## src/rtl/core/pcp_pkg.sv

```systemverilog
`timescale 1ns / 1ps

package pcp_pkg;

    localparam int ROWS        = 16;
    localparam int COLUMNS     = 64;
    localparam int GROUP_LIMIT = 29;
    localparam int GROUP_W     = $clog2(GROUP_LIMIT + 1);

    // result queue depth in bytes, each entry holds up to two results
    localparam int QUEUE_DEPTH = 2;
    localparam int QUEUE_AW    = $clog2(QUEUE_DEPTH);
    localparam int QUEUE_CW    = $clog2(QUEUE_DEPTH + 1);

    localparam logic [7:0] CH_NUL     = 8'h00;
    localparam logic [7:0] CH_OPEN_SQ = 8'h5B;
    localparam logic [7:0] CH_CLOSE_SQ = 8'h5D;
    localparam logic [7:0] CH_OPEN    = 8'h28;
    localparam logic [7:0] CH_CLOSE   = 8'h29;
    localparam logic [7:0] CH_COMMA   = 8'h2C;
    localparam logic [7:0] CH_PLUS    = 8'h2B;
    localparam logic [7:0] CH_MINUS   = 8'h2D;
    localparam logic [7:0] CH_HASH    = 8'h23;
    localparam logic [7:0] CH_ZERO    = 8'h30;
    localparam logic [7:0] CH_X_LOWER = 8'h78;
    localparam logic [7:0] CH_X_UPPER = 8'h58;
    localparam logic [7:0] CH_SPACE   = 8'h20;
    localparam logic [7:0] CH_TAB     = 8'h09;
    localparam logic [7:0] CH_CR      = 8'h0D;

    typedef enum logic [1:0] {
        KIND_PIXEL = 2'd0,
        KIND_CLEAR = 2'd1,
        KIND_SHOW  = 2'd2
    } t_kind;

    typedef enum logic [2:0] {
        PH_START  = 3'd0,
        PH_BODY   = 3'd1,
        PH_SIGN   = 3'd2,
        PH_ZERO   = 3'd3,
        PH_DIGITS = 3'd4,
        PH_HEXPFX = 3'd5,
        PH_DONE   = 3'd7
    } t_phase;

    typedef struct packed {
        t_kind       kind;
        logic [3:0]  row;
        logic [5:0]  column;
        logic [31:0] colour;
        logic        last_result;
    } t_result;

    typedef struct packed {
        logic    two;
        t_result first;
        t_result second;
    } t_entry;

    typedef struct packed {
        logic       valid;
        logic [3:0] value;
    } t_hex;

    function automatic logic is_blank(input logic [7:0] c);
        return (c == CH_SPACE) || (c >= CH_TAB && c <= CH_CR);
    endfunction

    function automatic logic is_digit(input logic [7:0] c);
        return (c >= 8'h30) && (c <= 8'h39);
    endfunction

    function automatic t_hex hex_digit(input logic [7:0] c);
        t_hex h;
        h.valid = 1'b1;
        h.value = c[3:0];
        if (c >= 8'h30 && c <= 8'h39) begin
            h.value = c[3:0];
        end else if ((c >= 8'h61 && c <= 8'h66) || (c >= 8'h41 && c <= 8'h46)) begin
            h.value = c[3:0] + 4'd9;
        end else begin
            h.valid = 1'b0;
        end
        return h;
    endfunction

endpackage

```

## src/rtl/core/pcp_if.sv

```systemverilog
`timescale 1ns / 1ps

interface pcp_in_if;
    logic       valid;
    logic       ready;
    logic [7:0] data_byte;
    logic       first_byte;
    logic       clear_frame;
    logic       last_byte;

    modport source (output valid, output data_byte, output first_byte,
                    output clear_frame, output last_byte, input ready);
    modport sink   (input valid, input data_byte, input first_byte,
                    input clear_frame, input last_byte, output ready);
endinterface

interface pcp_out_if;
    logic        valid;
    logic        ready;
    logic [1:0]  kind;
    logic [3:0]  row;
    logic [5:0]  column;
    logic [31:0] colour;
    logic        last_result;

    modport source (output valid, output kind, output row, output column,
                    output colour, output last_result, input ready);
    modport sink   (input valid, input kind, input row, input column,
                    input colour, input last_result, output ready);
endinterface

```

## src/rtl/core/pixel_command_parser.sv

```systemverilog
`timescale 1ns / 1ps

// pixel command parser
// i_in carries one character of a command chunk per item, with first_byte,
// clear_frame and last_byte marks. o_res carries the results: pixel writes,
// frame clears and frame shows, with last_result on the final result of a byte.
// each accepted byte is parsed in the cycle it is accepted; its results are
// registered in the result queue and offered on o_res once earlier results are taken.
// a byte gives zero, one or two results. one byte can be taken every cycle while the
// queue is not full; a byte with two results offers them on o_res one after the other, so
// sustained throughput is set by the output side at one result per cycle while o_res.ready is high.
// results wait in a two-entry queue (one entry per byte that gives results); i_in.ready drops only
// when both entries hold undelivered results, so a stalled receiver pushes
// back after two bytes that give results.
// reset (synchronous, active low) clears the parse state and empties the queue.
module pixel_command_parser (
    input  logic        i_clk,
    input  logic        i_rst_n,
    pcp_in_if.sink      i_in,
    pcp_out_if.source   o_res
);

    logic                          r_seen_open, n_seen_open;
    logic                          r_seen_close, n_seen_close;
    logic                          r_in_group, n_in_group;
    logic [pcp_pkg::GROUP_W-1:0]   r_group_chars, n_group_chars;
    logic [1:0]                    r_field_number, n_field_number;
    pcp_pkg::t_phase               r_number_phase, n_number_phase;
    logic                          r_number_negative, n_number_negative;
    logic                          r_coord_reject, n_coord_reject;
    logic                          r_colour_over, n_colour_over;
    logic [15:0]                   r_row_value, n_row_value;
    logic [15:0]                   r_column_value, n_column_value;
    logic [31:0]                   r_colour_value, n_colour_value;

    // state as seen by this byte (first_byte restarts the parse)
    logic                          e_seen_open, e_seen_close, e_in_group;
    logic [pcp_pkg::GROUP_W-1:0]   e_group_chars;
    logic [1:0]                    e_field_number;
    pcp_pkg::t_phase               e_number_phase;
    logic                          e_number_negative, e_coord_reject, e_colour_over;
    logic [15:0]                   e_row_value, e_column_value;
    logic [31:0]                   e_colour_value;

    logic [7:0]                    c;
    logic                          accept;
    logic [15:0]                   dec_src;
    logic [19:0]                   dec_wide;
    logic [15:0]                   dec_sat;
    pcp_pkg::t_hex                 hx;
    logic                          pix_emit, show_emit, clear_emit;
    logic                          do_sign, do_digits;
    pcp_pkg::t_phase               ph;
    logic [31:0]                   pix_colour;
    pcp_pkg::t_result              res_pixel, res_clear, res_show;
    pcp_pkg::t_entry               new_entry;
    logic [1:0]                    res_count;

    pcp_pkg::t_entry               r_queue [pcp_pkg::QUEUE_DEPTH];
    logic [pcp_pkg::QUEUE_AW-1:0]  r_wr_ptr, r_rd_ptr;
    logic [pcp_pkg::QUEUE_CW-1:0]  r_count;
    logic                          r_sub;
    pcp_pkg::t_entry               head;
    logic                          push, out_fire, pop;

    assign c      = i_in.data_byte;
    assign accept = i_in.valid && i_in.ready;

    always_comb begin
        e_seen_open       = r_seen_open;
        e_seen_close      = r_seen_close;
        e_in_group        = r_in_group;
        e_group_chars     = r_group_chars;
        e_field_number    = r_field_number;
        e_number_phase    = r_number_phase;
        e_number_negative = r_number_negative;
        e_coord_reject    = r_coord_reject;
        e_colour_over     = r_colour_over;
        e_row_value       = r_row_value;
        e_column_value    = r_column_value;
        e_colour_value    = r_colour_value;
        if (i_in.first_byte) begin
            e_seen_open       = 1'b0;
            e_seen_close      = 1'b0;
            e_in_group        = 1'b0;
            e_group_chars     = '0;
            e_field_number    = 2'd0;
            e_number_phase    = pcp_pkg::PH_START;
            e_number_negative = 1'b0;
            e_coord_reject    = 1'b0;
            e_colour_over     = 1'b0;
            e_row_value       = 16'd0;
            e_column_value    = 16'd0;
            e_colour_value    = 32'd0;
        end
    end

    // decimal step: v * 10 + digit, saturating at 16 bits
    assign dec_src  = (e_field_number == 2'd0) ? e_row_value : e_column_value;
    assign dec_wide = ({4'd0, dec_src} << 3) + ({4'd0, dec_src} << 1) + {16'd0, c[3:0]};
    assign dec_sat  = (dec_wide[19:16] != 4'd0) ? 16'hFFFF : dec_wide[15:0];
    assign hx       = pcp_pkg::hex_digit(c);

    always_comb begin
        n_seen_open       = e_seen_open;
        n_seen_close      = e_seen_close;
        n_in_group        = e_in_group;
        n_group_chars     = e_group_chars;
        n_field_number    = e_field_number;
        n_number_phase    = e_number_phase;
        n_number_negative = e_number_negative;
        n_coord_reject    = e_coord_reject;
        n_colour_over     = e_colour_over;
        n_row_value       = e_row_value;
        n_column_value    = e_column_value;
        n_colour_value    = e_colour_value;
        pix_emit          = 1'b0;
        do_sign           = 1'b0;
        do_digits         = 1'b0;
        ph                = e_number_phase;

        if (!e_seen_close) begin
            if (!e_seen_open) begin
                if (c == pcp_pkg::CH_OPEN_SQ) begin
                    n_seen_open = 1'b1;
                end else if (c == pcp_pkg::CH_NUL) begin
                    n_seen_close = 1'b1;
                end
            end else if (c == pcp_pkg::CH_CLOSE_SQ || c == pcp_pkg::CH_NUL) begin
                n_seen_close = 1'b1;
            end else if (c == pcp_pkg::CH_OPEN) begin
                n_in_group        = 1'b1;
                n_group_chars     = '0;
                n_field_number    = 2'd0;
                n_number_phase    = pcp_pkg::PH_START;
                n_number_negative = 1'b0;
                n_coord_reject    = 1'b0;
                n_colour_over     = 1'b0;
                n_row_value       = 16'd0;
                n_column_value    = 16'd0;
                n_colour_value    = 32'd0;
            end else if (c == pcp_pkg::CH_CLOSE) begin
                if (e_in_group) begin
                    n_in_group = 1'b0;
                    pix_emit = (e_field_number == 2'd2) && !e_coord_reject &&
                               (e_row_value < 16'(pcp_pkg::ROWS)) &&
                               (e_column_value < 16'(pcp_pkg::COLUMNS));
                end
            end else if (e_in_group &&
                         e_group_chars < pcp_pkg::GROUP_W'(pcp_pkg::GROUP_LIMIT)) begin
                n_group_chars = e_group_chars + pcp_pkg::GROUP_W'(1);
                if (e_field_number < 2'd2 && c == pcp_pkg::CH_COMMA) begin
                    n_field_number    = e_field_number + 2'd1;
                    n_number_phase    = pcp_pkg::PH_START;
                    n_number_negative = 1'b0;
                end else if (e_field_number < 2'd2) begin
                    // row or column, read like atoi
                    case (e_number_phase)
                        pcp_pkg::PH_START: begin
                            if (pcp_pkg::is_blank(c)) begin
                                n_number_phase = pcp_pkg::PH_START;
                            end else if (c == pcp_pkg::CH_PLUS) begin
                                n_number_phase = pcp_pkg::PH_BODY;
                            end else if (c == pcp_pkg::CH_MINUS) begin
                                n_number_negative = 1'b1;
                                n_number_phase    = pcp_pkg::PH_BODY;
                            end else if (pcp_pkg::is_digit(c)) begin
                                do_digits      = 1'b1;
                                n_number_phase = pcp_pkg::PH_BODY;
                            end else begin
                                n_number_phase = pcp_pkg::PH_DONE;
                            end
                        end
                        pcp_pkg::PH_BODY: begin
                            if (pcp_pkg::is_digit(c)) begin
                                do_digits = 1'b1;
                            end else begin
                                n_number_phase = pcp_pkg::PH_DONE;
                            end
                        end
                        default: begin
                            n_number_phase = e_number_phase;
                        end
                    endcase
                    if (do_digits) begin
                        if (e_field_number == 2'd0) begin
                            n_row_value = dec_sat;
                        end else begin
                            n_column_value = dec_sat;
                        end
                        if (e_number_negative && dec_sat != 16'd0) begin
                            n_coord_reject = 1'b1;
                        end
                    end
                end else begin
                    // colour, read like strtoul base 16 after an optional '#'
                    if (ph == pcp_pkg::PH_START) begin
                        ph = pcp_pkg::PH_BODY;
                    end
                    n_number_phase = ph;
                    if (!(e_number_phase == pcp_pkg::PH_START && c == pcp_pkg::CH_HASH)) begin
                        case (ph)
                            pcp_pkg::PH_BODY: begin
                                if (pcp_pkg::is_blank(c)) begin
                                    n_number_phase = pcp_pkg::PH_BODY;
                                end else if (c == pcp_pkg::CH_PLUS) begin
                                    n_number_phase = pcp_pkg::PH_SIGN;
                                end else if (c == pcp_pkg::CH_MINUS) begin
                                    n_number_negative = 1'b1;
                                    n_number_phase    = pcp_pkg::PH_SIGN;
                                end else begin
                                    do_sign = 1'b1;
                                end
                            end
                            pcp_pkg::PH_SIGN: begin
                                do_sign = 1'b1;
                            end
                            pcp_pkg::PH_ZERO: begin
                                if (c == pcp_pkg::CH_X_LOWER || c == pcp_pkg::CH_X_UPPER) begin
                                    n_number_phase = pcp_pkg::PH_HEXPFX;
                                end else begin
                                    do_digits = 1'b1;
                                end
                            end
                            pcp_pkg::PH_DIGITS, pcp_pkg::PH_HEXPFX: begin
                                do_digits = 1'b1;
                            end
                            default: begin
                                n_number_phase = ph;
                            end
                        endcase
                        if (do_sign) begin
                            if (c == pcp_pkg::CH_ZERO) begin
                                n_number_phase = pcp_pkg::PH_ZERO;
                            end else begin
                                do_digits = 1'b1;
                            end
                        end
                        if (do_digits) begin
                            if (hx.valid) begin
                                n_number_phase = pcp_pkg::PH_DIGITS;
                                if (!e_colour_over) begin
                                    if (e_colour_value[31:28] != 4'd0) begin
                                        n_colour_over  = 1'b1;
                                        n_colour_value = 32'hFFFF_FFFF;
                                    end else begin
                                        n_colour_value = {e_colour_value[27:0], hx.value};
                                    end
                                end
                            end else begin
                                n_number_phase = pcp_pkg::PH_DONE;
                            end
                        end
                    end
                end
            end
        end

        show_emit = i_in.last_byte && n_seen_open;
        if (i_in.last_byte) begin
            n_seen_open       = 1'b0;
            n_seen_close      = 1'b0;
            n_in_group        = 1'b0;
            n_group_chars     = '0;
            n_field_number    = 2'd0;
            n_number_phase    = pcp_pkg::PH_START;
            n_number_negative = 1'b0;
            n_coord_reject    = 1'b0;
            n_colour_over     = 1'b0;
            n_row_value       = 16'd0;
            n_column_value    = 16'd0;
            n_colour_value    = 32'd0;
        end
    end

    assign clear_emit = i_in.first_byte && i_in.clear_frame;
    assign pix_colour = e_colour_over ? 32'hFFFF_FFFF :
                        (e_number_negative ? (32'd0 - e_colour_value) : e_colour_value);

    always_comb begin
        res_clear = '{kind: pcp_pkg::KIND_CLEAR, row: 4'd0, column: 6'd0,
                      colour: 32'd0, last_result: 1'b0};
        res_show  = '{kind: pcp_pkg::KIND_SHOW, row: 4'd0, column: 6'd0,
                      colour: 32'd0, last_result: 1'b1};
        res_pixel = '{kind: pcp_pkg::KIND_PIXEL, row: e_row_value[3:0],
                      column: e_column_value[5:0], colour: pix_colour, last_result: 1'b0};
        res_count = 2'({1'b0, clear_emit} + {1'b0, pix_emit} + {1'b0, show_emit});
        // a byte never gives both a clear and a pixel write
        if (clear_emit) begin
            new_entry.first = res_clear;
        end else if (pix_emit) begin
            new_entry.first = res_pixel;
        end else begin
            new_entry.first = res_show;
        end
        new_entry.first.last_result = (res_count == 2'd1);
        new_entry.second = res_show;
        new_entry.two    = (res_count == 2'd2);
    end

    always_ff @(posedge i_clk) begin
        if (!i_rst_n) begin
            r_seen_open       <= 1'b0;
            r_seen_close      <= 1'b0;
            r_in_group        <= 1'b0;
            r_group_chars     <= '0;
            r_field_number    <= 2'd0;
            r_number_phase    <= pcp_pkg::PH_START;
            r_number_negative <= 1'b0;
            r_coord_reject    <= 1'b0;
            r_colour_over     <= 1'b0;
            r_row_value       <= 16'd0;
            r_column_value    <= 16'd0;
            r_colour_value    <= 32'd0;
        end else if (accept) begin
            r_seen_open       <= n_seen_open;
            r_seen_close      <= n_seen_close;
            r_in_group        <= n_in_group;
            r_group_chars     <= n_group_chars;
            r_field_number    <= n_field_number;
            r_number_phase    <= n_number_phase;
            r_number_negative <= n_number_negative;
            r_coord_reject    <= n_coord_reject;
            r_colour_over     <= n_colour_over;
            r_row_value       <= n_row_value;
            r_column_value    <= n_column_value;
            r_colour_value    <= n_colour_value;
        end
    end

    // result queue
    assign head       = r_queue[r_rd_ptr];
    assign push       = accept && (res_count != 2'd0);
    assign out_fire   = o_res.valid && o_res.ready;
    assign pop        = out_fire && (r_sub || !head.two);
    assign i_in.ready = (r_count != pcp_pkg::QUEUE_CW'(pcp_pkg::QUEUE_DEPTH));

    always_ff @(posedge i_clk) begin
        if (push) begin
            r_queue[r_wr_ptr] <= new_entry;
        end
    end

    always_ff @(posedge i_clk) begin
        if (!i_rst_n) begin
            r_wr_ptr <= '0;
            r_rd_ptr <= '0;
            r_count  <= '0;
            r_sub    <= 1'b0;
        end else begin
            if (push) begin
                r_wr_ptr <= r_wr_ptr + pcp_pkg::QUEUE_AW'(1);
            end
            if (pop) begin
                r_rd_ptr <= r_rd_ptr + pcp_pkg::QUEUE_AW'(1);
            end
            if (push && !pop) begin
                r_count <= r_count + pcp_pkg::QUEUE_CW'(1);
            end else if (pop && !push) begin
                r_count <= r_count - pcp_pkg::QUEUE_CW'(1);
            end
            if (out_fire) begin
                r_sub <= !pop;
            end
        end
    end

    pcp_pkg::t_result out_res;
    assign out_res            = r_sub ? head.second : head.first;
    assign o_res.valid        = (r_count != '0);
    assign o_res.kind         = out_res.kind;
    assign o_res.row          = out_res.row;
    assign o_res.column       = out_res.column;
    assign o_res.colour       = out_res.colour;
    assign o_res.last_result  = out_res.last_result;

endmodule

```

## src/flat_wrapper.sv

```systemverilog
// flat-port wrapper written by rule: the top's interface ports become plain ports
module pixel_command_parser_flat 
  (i_clk, i_rst_n, i_in_valid, i_in_data_byte, i_in_first_byte, i_in_clear_frame, i_in_last_byte, i_in_ready, o_res_valid, o_res_kind, o_res_row, o_res_column, o_res_colour, o_res_last_result, o_res_ready);
  pcp_in_if i_in_i ();
  pcp_out_if o_res_i ();
  input  logic i_clk;
  input  logic i_rst_n;
  input wire logic [$bits(i_in_i.valid)-1:0] i_in_valid;
  input wire logic [$bits(i_in_i.data_byte)-1:0] i_in_data_byte;
  input wire logic [$bits(i_in_i.first_byte)-1:0] i_in_first_byte;
  input wire logic [$bits(i_in_i.clear_frame)-1:0] i_in_clear_frame;
  input wire logic [$bits(i_in_i.last_byte)-1:0] i_in_last_byte;
  output wire logic [$bits(i_in_i.ready)-1:0] i_in_ready;
  output wire logic [$bits(o_res_i.valid)-1:0] o_res_valid;
  output wire logic [$bits(o_res_i.kind)-1:0] o_res_kind;
  output wire logic [$bits(o_res_i.row)-1:0] o_res_row;
  output wire logic [$bits(o_res_i.column)-1:0] o_res_column;
  output wire logic [$bits(o_res_i.colour)-1:0] o_res_colour;
  output wire logic [$bits(o_res_i.last_result)-1:0] o_res_last_result;
  input wire logic [$bits(o_res_i.ready)-1:0] o_res_ready;
  assign i_in_i.valid = i_in_valid;
  assign i_in_i.data_byte = i_in_data_byte;
  assign i_in_i.first_byte = i_in_first_byte;
  assign i_in_i.clear_frame = i_in_clear_frame;
  assign i_in_i.last_byte = i_in_last_byte;
  assign i_in_ready = i_in_i.ready;
  assign o_res_valid = o_res_i.valid;
  assign o_res_kind = o_res_i.kind;
  assign o_res_row = o_res_i.row;
  assign o_res_column = o_res_i.column;
  assign o_res_colour = o_res_i.colour;
  assign o_res_last_result = o_res_i.last_result;
  assign o_res_i.ready = o_res_ready;
  pixel_command_parser u_core (.i_clk(i_clk), .i_rst_n(i_rst_n), .i_in(i_in_i), .o_res(o_res_i));
endmodule
```

## config.mk

```make
export PLATFORM = sky130hd
export DESIGN_NAME = pixel_command_parser_flat
export DESIGN_NICKNAME = d
export VERILOG_FILES = /design/src/rtl/core/pcp_pkg.sv /design/src/rtl/core/pcp_if.sv /design/src/rtl/core/pixel_command_parser.sv /design/src/flat_wrapper.sv
export SDC_FILE = /design/constraint.sdc
export NUM_CORES = 1
export LEC_CHECK = 0
export ABC_AREA = 1
export BUFFER_PORTS_ARGS = -buffer_cell sky130_fd_sc_hd__buf_4
export CORE_MARGIN = 2
export CORE_UTILIZATION = 60
export DETAILED_ROUTE_END_ITERATION = 7
export PLACE_DENSITY = 0.89
export REMOVE_ABC_BUFFERS = 1
export SLEW_MARGIN = 25
export SYNTH_ARGS = -nofsm -noshare
export SYNTH_HDL_FRONTEND = slang
export SYNTH_SLANG_ARGS = --single-unit
```

## constraint.sdc

```tcl
create_clock -name i_clk -period 6.5 [get_ports i_clk]
set_clock_uncertainty 0.2 [all_clocks]
set_input_delay 0 -clock i_clk [delete_from_list [all_inputs] [get_ports i_clk]]
set_output_delay 0 -clock i_clk [all_outputs]
set_load 0.02 [all_outputs]
```

==> metrics.cfg <==
[outcome]
outcome=finished, violations left
violations=design-rule violations

[clock_network]
root_buffer=clkbuf_16
cts_tree=yes
post-cts-setup-buffers=0
cts_resized=0
cts_made_buffers=17
clk_latency_ns=0.45
cts.sinks=178
clk_pin_slew_ns=0.08
clock_path_buffers=2
h-tree-depth=4
hold_buffers=13

[cells_and_area]
areaGrowthSynthToFinish_pct=9.01
layout-drive-gt1-share_pct=7.88
antenna_cells=0
nets=2253

[timing]
hold_viol=0
max_freq_mhz=192
layout_min_cycle_time_ns=5.20
rsz0062_at_grt=no
finalWorstSetupSlack_ns=1.30
tns_ns=0
drv_slew=0
fin_crit_sh_pct=80.0
setup_viol=0
worstMarginPinSlew_ns=1.04
relSlewSlack_pct=30.9

[power_and_ir_drop]
p_comb_share_pct=15.2
pwr-share-seq_pct=45.1
p_leak_uw=0.00698
p_int_uw=1840
ir_drop_v=0.000169
power.switching_uw=809
finalPower_uw=2650
swShare_pct=30.5
pwr-share-clk_pct=39.6
powerDensity_mw_per_mm2=177

[setup_path]
path_max_fanout=18
cp-start-kind=flip-flop
required_ns=6.60
worstPathArrival_ns=5.30
r2r_slack_ns=1.30
critPathCaptureType=flip-flop
crit_type=flip-flop to flip-flop

[hold_path]
hp-class=input pin to flip-flop

[routing]
wire_per_inst_um=17.2
viasPerCell=6.04
drtAntennaViolNets=0
drcViolationCount=2
drt_iter0_markers=2209
drt_wl_total_um=42900
via_count=15100
firstDrtPassIters=8

[floorplanning]
fp.dieH_um=155
ios=62
core.rowCount=55
core_area_mm2=0.0226
die_x_um=155
initial_utilization_pct=60.8
die_area_mm2=0.0241

[synthesis]
synth_compound_area_share_pct=19.2
synthFlopType=edfxtp_1
async_flop_share_pct=0
synth-seq-cells=178
synth_xor_area_share_pct=1.15
synth-edff-count=92
yosys_warnings=0
muxShareOfSynthArea_pct=0
synth_fa_ha_area_share_pct=4.09
yosys.cell_types.count=47
synth_simple_gate_area_share_pct=32.3
synth_area_per_cell_um2=6.27
synth-seq-area-share_pct=32.7
synth_top_family_by_area=simple AND/OR/NAND/NOR gates
synth_cells=2188
syn_area_mm2=0.0137

[place]
pre_cts_ws_ns=1.49
numPortBuffers=61
globalplace.congestion=0.978
place_hpwl_um=28800

[global_route]
grt_pass1_wl_um=68900
grtUsageTotal_pct=35.2
antenna_found_initial=0
grt_pass1_vias=13800
grt_max_degree=83
overflow=0

[flow_run]
drv_cap=0

## layout make-up
| type | count | area (um2) |
|---|---|---|
| Clock buffer | 18 | 429 |
| Clock inverter | 14 | 156 |
| Fill cell | 1946 | 7620 |
| Inverter | 262 | 983 |
| Multi-Input combinational cell | 1644 | 7820 |
| Sequential cell | 178 | 4480 |
| Tap cell | 285 | 357 |
| Timing Repair Buffer | 92 | 723 |
## metal layers
layer | GRT usage (%) | up-vias | share of wire, %
li1 | - | 7135 | -
met1 | 48.7 | 6744 | 42
met2 | 55.3 | 1028 | 43
met3 | 6.35 | 153 | 12
met4 | 13.3 | 0 | 3.2
met5 | 0 | - | 0
## sequential cells by signal, indices dropped and copies added, names as in the netlist, named ones only
name                      cells
u_core.r_queue               92
u_core.r_count                2
u_core.r_colour_over          1
u_core.r_wr_ptr               1
u_core.r_sub                  1
u_core.r_rd_ptr               1
u_core.r_seen_close           1
u_core.r_field_number         2
u_core.r_group_chars          5
u_core.r_seen_open            1
u_core.r_number_phase         3
u_core.r_number_negative      1
u_core.r_in_group             1
u_core.r_column_value        16
u_core.r_colour_value        32
u_core.r_coord_reject         1
u_core.r_row_value           16
## cell usage in the layout, fill, tap and decap left out, types with 16 or more instances in the layout
cell       synthesis  final
clkbuf_16          0     17
nand2_1          656    655
nand4_1           24     24
nor2_1           252    246
inv_2             15     16
ha_1              40     40
edfxtp_1          92     92
a21oi_1          275    275
nand3_1           78     78
o21ai_0          171    171
inv_1            244    243
dfxtp_1           86     86
buf_4              5     79
## kinds of logic (layout without fill, tap and decap cells)
logic type | Yosys count | count (layout)
buffers and inverters | 366 | 386
DFF | 178 | 178
xor gates and xnor gates | 18 | 18
adders and majority gates | 43 | 43
and+or+nand+nor | 1076 | 1076
AOI/OAI and AO/OA | 507 | 507
## stage by stage
step	cell area [um2]	util [%]	std cells	hold WS (ns)
global route	15000	66.2	2493	0.0384
floorplan	13300	-	2084	-0.0643
CTS	15000	66.2	2493	0.00508
finish	15000	66.2	2493	0.0282
global placement	14200	63.1	2448	0.128
detailed placement	14200	63.1	2448	0.139
## path summary, 6_finish.rpt
check / startpoint / end / depth (start not counted)
setup / recovery: u_core.r_field_number[1] / u_core.r_column_value[11] / 27
hold / removal: i_in_data_byte[0] / u_core.r_row_value[0] / 9
setup reg to reg: u_core.r_field_number[1] / u_core.r_column_value[11] / 27
hold reg to reg: u_core.r_colour_value[26] / u_core.r_colour_value[26] / 2
## power by group through the flow
stage | logic [uW] | clock network (uW) | registers, uW
finish | 403 | 1050 | 1190
global route | 434 | 1080 | 1200
CTS | 398 | 1040 | 1190
detailed placement | 391 | 0 | 1220
floorplan | 217 | 0 | 1220
global placement | 384 | 0 | 1220
## worst max-delay path, stage by stage (launching register included)
cell and delay (ns):
dfxtp_1 0.31, inv_1 0.08, nor2_2 0.05, inv_2 0.18, ha_1 0.55, inv_2 0.27
o21ai_0 0.34, inv_1 0.11, fa_1 0.50, fa_1 0.47, inv_1 0.15, nand2_1 0.07
nand2_1 0.08, nand3_1 0.08, nand2_1 0.14, nand2_1 0.09, nand3_1 0.08, nand2_1 0.08
nor2_2 0.17, nand2_2 0.25, nor2_1 0.25, nand2_1 0.12, nand2_1 0.09, nand2_1 0.06
nand2_1 0.06, nand2_1 0.08, nand2_1 0.06, a21oi_1 0.05
## synthesized netlist by cell type (2+ instances only)
cell | n | area share (%)
o31ai_1 | 2 | 0.11
nand2_2 | 12 | 0.55
a211oi_1 | 2 | 0.11
nor4_1 | 5 | 0.23
nand3_1 | 78 | 2.8
nor2_2 | 11 | 0.50
buf_6 | 3 | 0.25
nor3_1 | 14 | 0.51
nand3b_1 | 3 | 0.16
clkbuf_1 | 69 | 1.9
and2_1 | 3 | 0.14
nor3_2 | 2 | 0.15
edfxtp_1 | 92 | 20
a22oi_1 | 10 | 0.55
buf_2 | 24 | 0.88
o211ai_1 | 7 | 0.38
inv_2 | 15 | 0.41
nand2_1 | 656 | 18
o21ai_1 | 12 | 0.44
nand3_2 | 3 | 0.22
fa_1 | 3 | 0.44
a21oi_1 | 275 | 10
ha_1 | 40 | 3.6
inv_1 | 244 | 6.7
o22ai_1 | 10 | 0.46
nand4_2 | 3 | 0.27
a31oi_1 | 13 | 0.59
nand4_1 | 24 | 1.1
or2_2 | 5 | 0.23
clkinv_1 | 3 | 0.082
dfxtp_1 | 86 | 13
xnor2_1 | 4 | 0.26
buf_1 | 3 | 0.082
buf_4 | 5 | 0.27
o21ai_0 | 171 | 6.2
xor2_1 | 14 | 0.89
nor2_1 | 252 | 6.9
(Power assumes the default switching activity.)
